**src/rtl/nibble_masked_pattern_scanner_macros.svh**
```systemverilog
// ---------------------------------------------------------------------------
// Assertion macros for the nibble masked pattern scanner
// Shared forms for same-cycle and next-cycle checks on clk, off during reset.
// ---------------------------------------------------------------------------
`ifndef NIBBLE_MASKED_PATTERN_SCANNER_MACROS_SVH
`define NIBBLE_MASKED_PATTERN_SCANNER_MACROS_SVH

// Check that cons holds in the same cycle as ante.
`define NMPS_ASSERT_NOW(label, ante, cons) \
  label: assert property (@(posedge clk) disable iff (!rst_n) (ante) |-> (cons)) \
    else $error("nmps same-cycle check failed");

// Check that cons holds in the cycle after ante.
`define NMPS_ASSERT_NEXT(label, ante, cons) \
  label: assert property (@(posedge clk) disable iff (!rst_n) (ante) |=> (cons)) \
    else $error("nmps next-cycle check failed");

`endif

```
**src/rtl/nmps_pkg.sv**
```systemverilog
// ---------------------------------------------------------------------------
// nmps_pkg
// Types and constants shared by the pattern scanner modules.
// ---------------------------------------------------------------------------
`timescale 1ns / 1ps

package nmps_pkg;

  localparam int unsigned PAT_REG_BYTES = 16;
  localparam int unsigned PAT_BITS      = 8 * PAT_REG_BYTES;
  localparam int unsigned PICK_W        = 4;
  localparam int unsigned ADDR_W        = 64;
  localparam int unsigned CFG_IDX_W     = 3;
  localparam int unsigned PLEN_W        = 5;

  typedef enum logic [CFG_IDX_W-1:0] {
    CFG_VALUE_LO = 3'd0,
    CFG_VALUE_HI = 3'd1,
    CFG_MASK_LO  = 3'd2,
    CFG_MASK_HI  = 3'd3,
    CFG_LENGTH   = 3'd4,
    CFG_BASE     = 3'd5
  } cfg_reg_e;

  typedef struct packed {
    logic              found;
    logic [ADDR_W-1:0] match_address;
  } res_t;

endpackage

```
**src/rtl/nmps_cell.sv**
```systemverilog
// ---------------------------------------------------------------------------
// nmps_cell
// One window byte: holds it, passes it on, and compares the incoming byte
// against the pattern byte that lines up with this position.
// ---------------------------------------------------------------------------
`timescale 1ns / 1ps

module nmps_cell #(
  parameter int unsigned INDEX = 0,
  parameter int unsigned LEN_W = 5
) (
  input  logic                          clk,
  input  logic                          shift_en,
  input  logic [7:0]                    byte_i,
  input  logic [LEN_W-1:0]              len_i,
  input  logic [nmps_pkg::PAT_BITS-1:0] pat_value_i,
  input  logic [nmps_pkg::PAT_BITS-1:0] pat_mask_i,
  output logic [7:0]                    byte_o,
  output logic                          hit_o
);
  import nmps_pkg::*;

  localparam logic [LEN_W-1:0] IDX = LEN_W'(INDEX);

  logic [7:0]        byte_r;
  logic [LEN_W-1:0]  sel;
  logic [PICK_W-1:0] pick;
  logic              active;
  logic              in_regs;
  logic [7:0]        pv;
  logic [7:0]        pm;

  // Pattern byte len-1-INDEX meets this position; bytes past the registers are wildcards.
  always_comb begin
    active  = IDX < len_i;
    sel     = len_i - IDX - LEN_W'(1);
    in_regs = sel < PAT_REG_BYTES;
    pick    = PICK_W'(sel);
    pv      = pat_value_i[pick*8 +: 8];
    pm      = pat_mask_i[pick*8 +: 8];
    hit_o   = !active || !in_regs || (((byte_i ^ pv) & pm) == 8'h00);
  end

  always_ff @(posedge clk) begin
    if (shift_en) begin
      byte_r <= byte_i;
    end
  end

  assign byte_o = byte_r;

endmodule

```
**src/rtl/nmps_out_stage.sv**
```systemverilog
// ---------------------------------------------------------------------------
// nmps_out_stage
// Result register: holds one result until the downstream side takes it.
// ---------------------------------------------------------------------------
`timescale 1ns / 1ps

module nmps_out_stage (
  input  logic           clk,
  input  logic           rst_n,
  input  logic           load_i,
  input  nmps_pkg::res_t res_i,
  input  logic           out_ready_i,
  output logic           ready_o,
  output logic           out_valid_o,
  output nmps_pkg::res_t res_o
);
  import nmps_pkg::*;

  logic valid_r;
  logic valid_nxt;
  res_t res_r;

  // Free when empty or when the held result leaves this cycle.
  assign ready_o = !valid_r || out_ready_i;

  always_comb begin
    valid_nxt = valid_r;
    if (load_i) begin
      valid_nxt = 1'b1;
    end else if (out_ready_i) begin
      valid_nxt = 1'b0;
    end
  end

  always_ff @(posedge clk) begin
    if (!rst_n) begin
      valid_r <= 1'b0;
    end else begin
      valid_r <= valid_nxt;
    end
  end

  always_ff @(posedge clk) begin
    if (load_i) begin
      res_r <= res_i;
    end
  end

  assign out_valid_o = valid_r;
  assign res_o       = res_r;

endmodule

```
**src/rtl/nibble_masked_pattern_scanner.sv**
```systemverilog
// ---------------------------------------------------------------------------
// nibble_masked_pattern_scanner
// Finds the first place in a byte stream where a masked pattern matches.
// ---------------------------------------------------------------------------
//  channel  | direction | transfer carries
//  ---------+-----------+------------------------------------------------
//  in_      | slave     | tdata[7:0] data byte, tlast final byte of range
//  out_     | master    | tdata[63:0] match address, tuser[0] found
//  cfg_     | slave     | cfg_index register index, cfg_data write value
//
//  One byte a cycle when not stalled: the new byte and window cells are
//  compared in the same cycle and the result lands in the output register
//  on the next edge. The figure is set by the parallel compare of the row.
//  rst_n (synchronous) clears scan state, result valid and the config
//  registers; pattern_length resets to 1.
//  A stalled result blocks input only while the output register is full and
//  its transfer is not taken in that cycle.
// ---------------------------------------------------------------------------
`timescale 1ns / 1ps

module nibble_masked_pattern_scanner #(
  parameter int unsigned PATTERN_BYTES = 16
) (
  input  logic                           clk,
  input  logic                           rst_n,
  // in_tdata: [7:0] data_byte
  input  logic [7:0]                     in_tdata,
  input  logic                           in_tlast,
  input  logic                           in_tvalid,
  output logic                           in_tready,
  // out_tdata: [63:0] match_address
  output logic [nmps_pkg::ADDR_W-1:0]    out_tdata,
  // out_tuser: [0] found
  output logic [0:0]                     out_tuser,
  output logic                           out_tvalid,
  input  logic                           out_tready,
  input  logic                           cfg_valid,
  output logic                           cfg_ready,
  input  logic [nmps_pkg::CFG_IDX_W-1:0] cfg_index,
  input  logic [63:0]                    cfg_data
);
  import nmps_pkg::*;

`include "nibble_masked_pattern_scanner_macros.svh"

  localparam int unsigned LEN_W = $clog2(PATTERN_BYTES + 1);
  localparam int unsigned CMP_W = (LEN_W > PLEN_W) ? LEN_W : PLEN_W;

  // Configuration registers
  logic [PAT_BITS-1:0] pat_value_r;
  logic [PAT_BITS-1:0] pat_mask_r;
  logic [PLEN_W-1:0]   pat_len_r;
  logic [ADDR_W-1:0]   scan_base_r;

  // Scan state
  logic [LEN_W-1:0]    seen_r;
  logic [LEN_W-1:0]    seen_nxt;
  logic [ADDR_W-1:0]   offset_r;
  logic [ADDR_W-1:0]   offset_nxt;
  logic                reported_r;
  logic                reported_nxt;

  logic                accept;
  logic                stage_ready;
  logic [CMP_W-1:0]    plen_ext;
  logic [LEN_W-1:0]    len_eff;
  logic [7:0]          chain [PATTERN_BYTES+1];
  logic [PATTERN_BYTES-1:0] hits;
  logic                match_now;
  logic                fire;
  res_t                res_in;
  res_t                res_out;

  assign cfg_ready = 1'b1;
  assign in_tready = stage_ready;
  assign accept    = in_tvalid && in_tready;

  // Config writes; indexes past the list are dropped.
  always_ff @(posedge clk) begin
    if (!rst_n) begin
      pat_value_r <= '0;
      pat_mask_r  <= '0;
      pat_len_r   <= PLEN_W'(1);
      scan_base_r <= '0;
    end else if (cfg_valid) begin
      unique case (cfg_index)
        CFG_VALUE_LO: pat_value_r[63:0]   <= cfg_data;
        CFG_VALUE_HI: pat_value_r[127:64] <= cfg_data;
        CFG_MASK_LO:  pat_mask_r[63:0]    <= cfg_data;
        CFG_MASK_HI:  pat_mask_r[127:64]  <= cfg_data;
        CFG_LENGTH:   pat_len_r           <= cfg_data[PLEN_W-1:0];
        CFG_BASE:     scan_base_r         <= cfg_data;
        default: ;
      endcase
    end
  end

  // Clamp the length: zero counts as one, anything past the window as full.
  always_comb begin
    plen_ext = CMP_W'(pat_len_r);
    if (plen_ext == '0) begin
      len_eff = LEN_W'(1);
    end else if (plen_ext > CMP_W'(PATTERN_BYTES)) begin
      len_eff = LEN_W'(PATTERN_BYTES);
    end else begin
      len_eff = LEN_W'(plen_ext);
    end
  end

  // Row of window cells; cell 0 holds the latest byte taken, cell k the byte k transfers before it.
  assign chain[0] = in_tdata;

  for (genvar k = 0; k < PATTERN_BYTES; k++) begin : g_cell
    nmps_cell #(
      .INDEX(k),
      .LEN_W(LEN_W)
    ) u_cell (
      .clk        (clk),
      .shift_en   (accept),
      .byte_i     (chain[k]),
      .len_i      (len_eff),
      .pat_value_i(pat_value_r),
      .pat_mask_i (pat_mask_r),
      .byte_o     (chain[k+1]),
      .hit_o      (hits[k])
    );
  end

  // Match on the window as it stands once this byte is in.
  always_comb begin
    seen_nxt = (seen_r < LEN_W'(PATTERN_BYTES)) ? seen_r + LEN_W'(1) : seen_r;
    match_now = !reported_r && (seen_nxt >= len_eff) && (&hits);
    fire = accept && (match_now || (in_tlast && !reported_r));
    res_in.found = match_now;
    res_in.match_address = match_now
        ? scan_base_r + offset_r - ADDR_W'(len_eff - LEN_W'(1))
        : '0;
  end

  // Advance the scan; the final byte clears it for the next range.
  always_comb begin
    offset_nxt   = offset_r;
    reported_nxt = reported_r;
    if (accept) begin
      if (in_tlast) begin
        offset_nxt   = '0;
        reported_nxt = 1'b0;
      end else begin
        offset_nxt   = offset_r + ADDR_W'(1);
        reported_nxt = reported_r || match_now;
      end
    end
  end

  always_ff @(posedge clk) begin
    if (!rst_n) begin
      seen_r     <= '0;
      offset_r   <= '0;
      reported_r <= 1'b0;
    end else begin
      if (accept) begin
        seen_r <= in_tlast ? '0 : seen_nxt;
      end
      offset_r   <= offset_nxt;
      reported_r <= reported_nxt;
    end
  end

  nmps_out_stage u_out (
    .clk        (clk),
    .rst_n      (rst_n),
    .load_i     (fire),
    .res_i      (res_in),
    .out_ready_i(out_tready),
    .ready_o    (stage_ready),
    .out_valid_o(out_tvalid),
    .res_o      (res_out)
  );

  assign out_tdata    = res_out.match_address;
  assign out_tuser[0] = res_out.found;

  `NMPS_ASSERT_NOW(a_no_overrun, fire, stage_ready)
  `NMPS_ASSERT_NEXT(a_report_once, accept && match_now && !in_tlast, reported_r)
  `NMPS_ASSERT_NEXT(a_range_clear, accept && in_tlast,
                    seen_r == '0 && offset_r == '0 && !reported_r)
  `NMPS_ASSERT_NOW(a_notfound_zero, out_tvalid && !out_tuser[0], out_tdata == '0)

endmodule
```
**config.mk**
```make
export PLATFORM = sky130hd
export DESIGN_NAME = nibble_masked_pattern_scanner
export DESIGN_NICKNAME = d
export VERILOG_FILES = /design/src/rtl/nmps_pkg.sv /design/src/rtl/nmps_cell.sv /design/src/rtl/nmps_out_stage.sv /design/src/rtl/nibble_masked_pattern_scanner.sv
export VERILOG_INCLUDE_DIRS = /design/src /design/src/rtl
export SDC_FILE = /design/constraint.sdc
export NUM_CORES = 2
export LEC_CHECK = 0
export ABC_AREA = 1
export BUFFER_PORTS_ARGS = -buffer_cell sky130_fd_sc_hd__buf_4
export CAP_MARGIN = 10
export CORE_MARGIN = 3
export CORE_UTILIZATION = 30
export CTS_BUF_LIST = sky130_fd_sc_hd__clkbuf_4 sky130_fd_sc_hd__clkbuf_8
export CTS_CLUSTER_SIZE = 10
export DETAILED_ROUTE_END_ITERATION = 10
export GPL_TIMING_DRIVEN = 0
export PLACE_DENSITY = 0.43
export SYNTH_ARGS = -nofsm -noshare
export SYNTH_HDL_FRONTEND = slang
export SYNTH_SLANG_ARGS = --single-unit
```
**constraint.sdc**
```tcl
create_clock -name clk -period 7.7 [get_ports clk]
set_input_delay 0.77 -clock clk [delete_from_list [all_inputs] [get_ports clk]]
set_output_delay 0.77 -clock clk [all_outputs]
set_load 0.05 [all_outputs]
```
==> results.tsv <==
metric	value	unit
multiplexer area fraction after synthesis	0.00326	
Slew Viols, Final	3	
Hold Path Stages	1	
Worst-path clk slew	70	ps
critical-path cell list	inv_2, nand2_4, nand2_4, buf_4, buf_2, buf_6, ha_1, clkbuf_2, buf_1, nand3_1, nand3_1, nand2_1, nand2_1, nand3_1, nand2_1, nor2_1, nand3_1, nand3_1, nand3_1, nor2_2, nand3_2, clkbuf_1, nor2_1	
Setup WS post-layout	-134	ps
via count	54000	
DRT iter0 DRCs	8643	
dpl ws	-935	ps
grt total ovfl	0	
placed cell area	46700	um^2
fmax	0.128	GHz
Post-synth top flop	dfxtp_1	
largest family of logic cells by synthesized area	simple AND/OR/NAND/NOR gates	
Max-Cap Viols	2	
Synth Area in Simple Gates	0.375	
Required @ worst endpoint	8290	ps
Mapped Area	43000	um^2
Post-Synth XOR/XNOR Area	0.0108	
hpwl dp	295	mm
Worst VDD drop	0.230	mV
Layout Utilization	0.347	
crit-path max cell delay	790	ps
critical path's slowest cell	buf_1	
vias in the first global route	49400	
post-synthesis cell count	6721	
#FFs+latches synth	581	
critical path class	flop to flop	
CTS Sinks	581	
PortBufs	147	
# DRC	2	
Crit Path Max Fanout	12	
Seq/Total Area, Yosys	0.314	
Antenna Nets Post-Route	0	
outcome	finished, violations left	
Compound-Gate Fraction of Synth Area	0.142	
Slew @ Worst Pin	1500	ps
Num CTS Buffers	109	
Core Footprint	142000	um^2
Die H	385	um
most area-consuming cells after synthesis	dfxtp_1, nand3_1, nand2_1	
ys async rst share	0	
hold slack	213	ps
largest area contributor in the netlist	dfxtp_1	
Avg Vias per Cell	6.01	
die area	148000	um^2
Synth Warn #	0	
Slew HR	-0.00693	
gpl congestion	1.18	
total power	0.0112	W
initial antenna violation count	39	
Synth top area share	0.184	
Critical Path AT	8430	ps
clock insertion delay at the later pin of the skew report	900	ps
EDFF count, synth	185	
Syn-to-layout area delta	14.6	%
Syn Area/Cell	6.39	um^2
fin crit period	7830	ps
row count	138	
cell area after layout	49300	um^2
largest net degree at the start of global routing	103	
Most common cell on crit path	nand3_1	
PD cells	227	nW/um^2
Hold Fails Final Rpt	0	
crit start category	flop	
most common library cells after synthesis	nand2_1, nand3_1, inv_1	
Setup-failing EPs final	25	
area share of fa/ha/maj cells after synthesis	0.0525	
first-pass GRT wire length	462	mm
CTS tree	built	
drt first pass iters	11	
share of layout cells above drive strength 1	0.0835	
htree depth	3	
DIE WIDTH	385	um
Starting Density	0.303	
GRT Overall Usage	0.474	
failing checks	design-rule violations, max-capacitance violations, max-slew violations, negative setup slack	
I/O pin cnt	149	
Synth cell types	61	
Final nets	7226	
RSZ-0062 raised after global routing	false	
Lkg Pwr	22.4	nW
hold crit path type	input pin to flop	
Mapped Nets	6945	
routed len/inst	40.1	um
skew final	96.5	ps
Reg2Reg Depth	23	
fin crit share	1.02	
Root Driver	clkbuf_8	
Total Wirelength	361	mm
Clock Path Buffers	3	
CP endpoint kind	flop	
count leader, synth	nand2_1	
[worst paths after layout]
check,start,to,slack (ps)
worst min-delay path,in_tdata[7],g_cell[0].u_cell.byte_o[7],210
worst max-delay path,pat_len_r[4],u_out.res_o[7],-130
worst min register to register,offset_r[27],offset_r[27],460
worst max register to register,pat_len_r[4],u_out.res_o[7],-130
[sequential cells by signal (all words and copies together), names as in the netlist]
register and flops:
u_out.res_o 65, pat_len_r 5, g_cell.u_cell.byte_o 120, reported_r 1, seen_r 5, pat_mask_r 128
u_out.out_valid_o 1, pat_value_r 128, offset_r 64, scan_base_r 64
[layout by cell type, fill, tap and decap left out, types with 17 or more instances in the layout]
cell type  synthesis  final
buf_4              9    171
a21oi_1          460    460
nor4_1            33     32
dfxtp_1          396    396
clkbuf_4           0     34
nand4_1           22     22
nand2_1         1673   1672
clkbuf_1         155    148
a31oi_1           35     35
clkbuf_8           0    126
o21ai_0          485    473
o21ai_1           50     60
or2_2             23     23
xor2_1            41     40
nand3b_1          33     33
o211ai_1          46     46
buf_1             46     36
buf_2            116    119
ha_1              81     81
nor3_1            37     37
nand3_1         1392   1392
fa_1              62     62
nor2_2            16     17
inv_1            754    753
nor2_1           408    406
diode_2            0     18
edfxtp_1         185    185
[metal layers]
layer / vias up / share of wire / GRT usage
met5: - / 0.00068 / 0.00992
met4: 10 / 0.11 / 0.412
met3: 1063 / 0.12 / 0.172
met2: 3836 / 0.40 / 0.688
met1: 26100 / 0.36 / 0.547
li1: 23000 / - / -
[cells by family (layout without fill, tap and decap cells)]
family / count (synthesis) / count (layout)
fa+ha+maj: 143 / 143
compound gates: 1147 / 1147
mux: 14 / 14
other cells: 1 / 19
buf+inv: 1104 / 1470
flops: 581 / 581
simple gates: 3679 / 3680
xor+xnor: 52 / 52
[worst max-delay path, delay by kind of cell, from the launching register on]
kind / cells / cell delay (ps)
adders and majority gates: 1 / 430
buffers and inverters: 7 / 3070
DFF: 1 / 360
and+or+nand+nor: 15 / 3670
[layout make-up]
| cell class | count | area (um^2) |
|---|---|---|
| Fill cell | 15900 | 92700 |
| Multi-Input combinational cell | 5037 | 25200 |
| Sequential cell | 581 | 13500 |
| Inverter | 768 | 2890 |
| Tap cell | 1890 | 2360 |
| Clock buffer | 159 | 1980 |
| Buffer | 336 | 1560 |
| Timing Repair Buffer | 169 | 1330 |
| Clock inverter | 38 | 439 |
| Antenna cell | 18 | 45.0 |
[power breakdown]
group	switching, W	total [W]	internal (W)
registers	0.000248	0.00372	0.00347
logic	0.00304	0.00396	0.000920
clock network	0.00159	0.00350	0.00190
[per-stage QoR]
stage	TNS (ps)	cells
2_1_floorplan	0	6721
5_1_grt	0	8979
6_report	-1260	8996
3_5_place_dp	-88960	8773
3_3_place_gp	-199660	8758
4_1_cts	0	8973
[repair_timing]
action                     CTS  global route
setup endpoints to repair  132            30
resized for setup           21            11
hold buffers                 0             0
pin swaps                    2             0
setup buffers                2             0
gates cloned                 1             0
No activity file was read; power rests on OpenSTA's default activity.
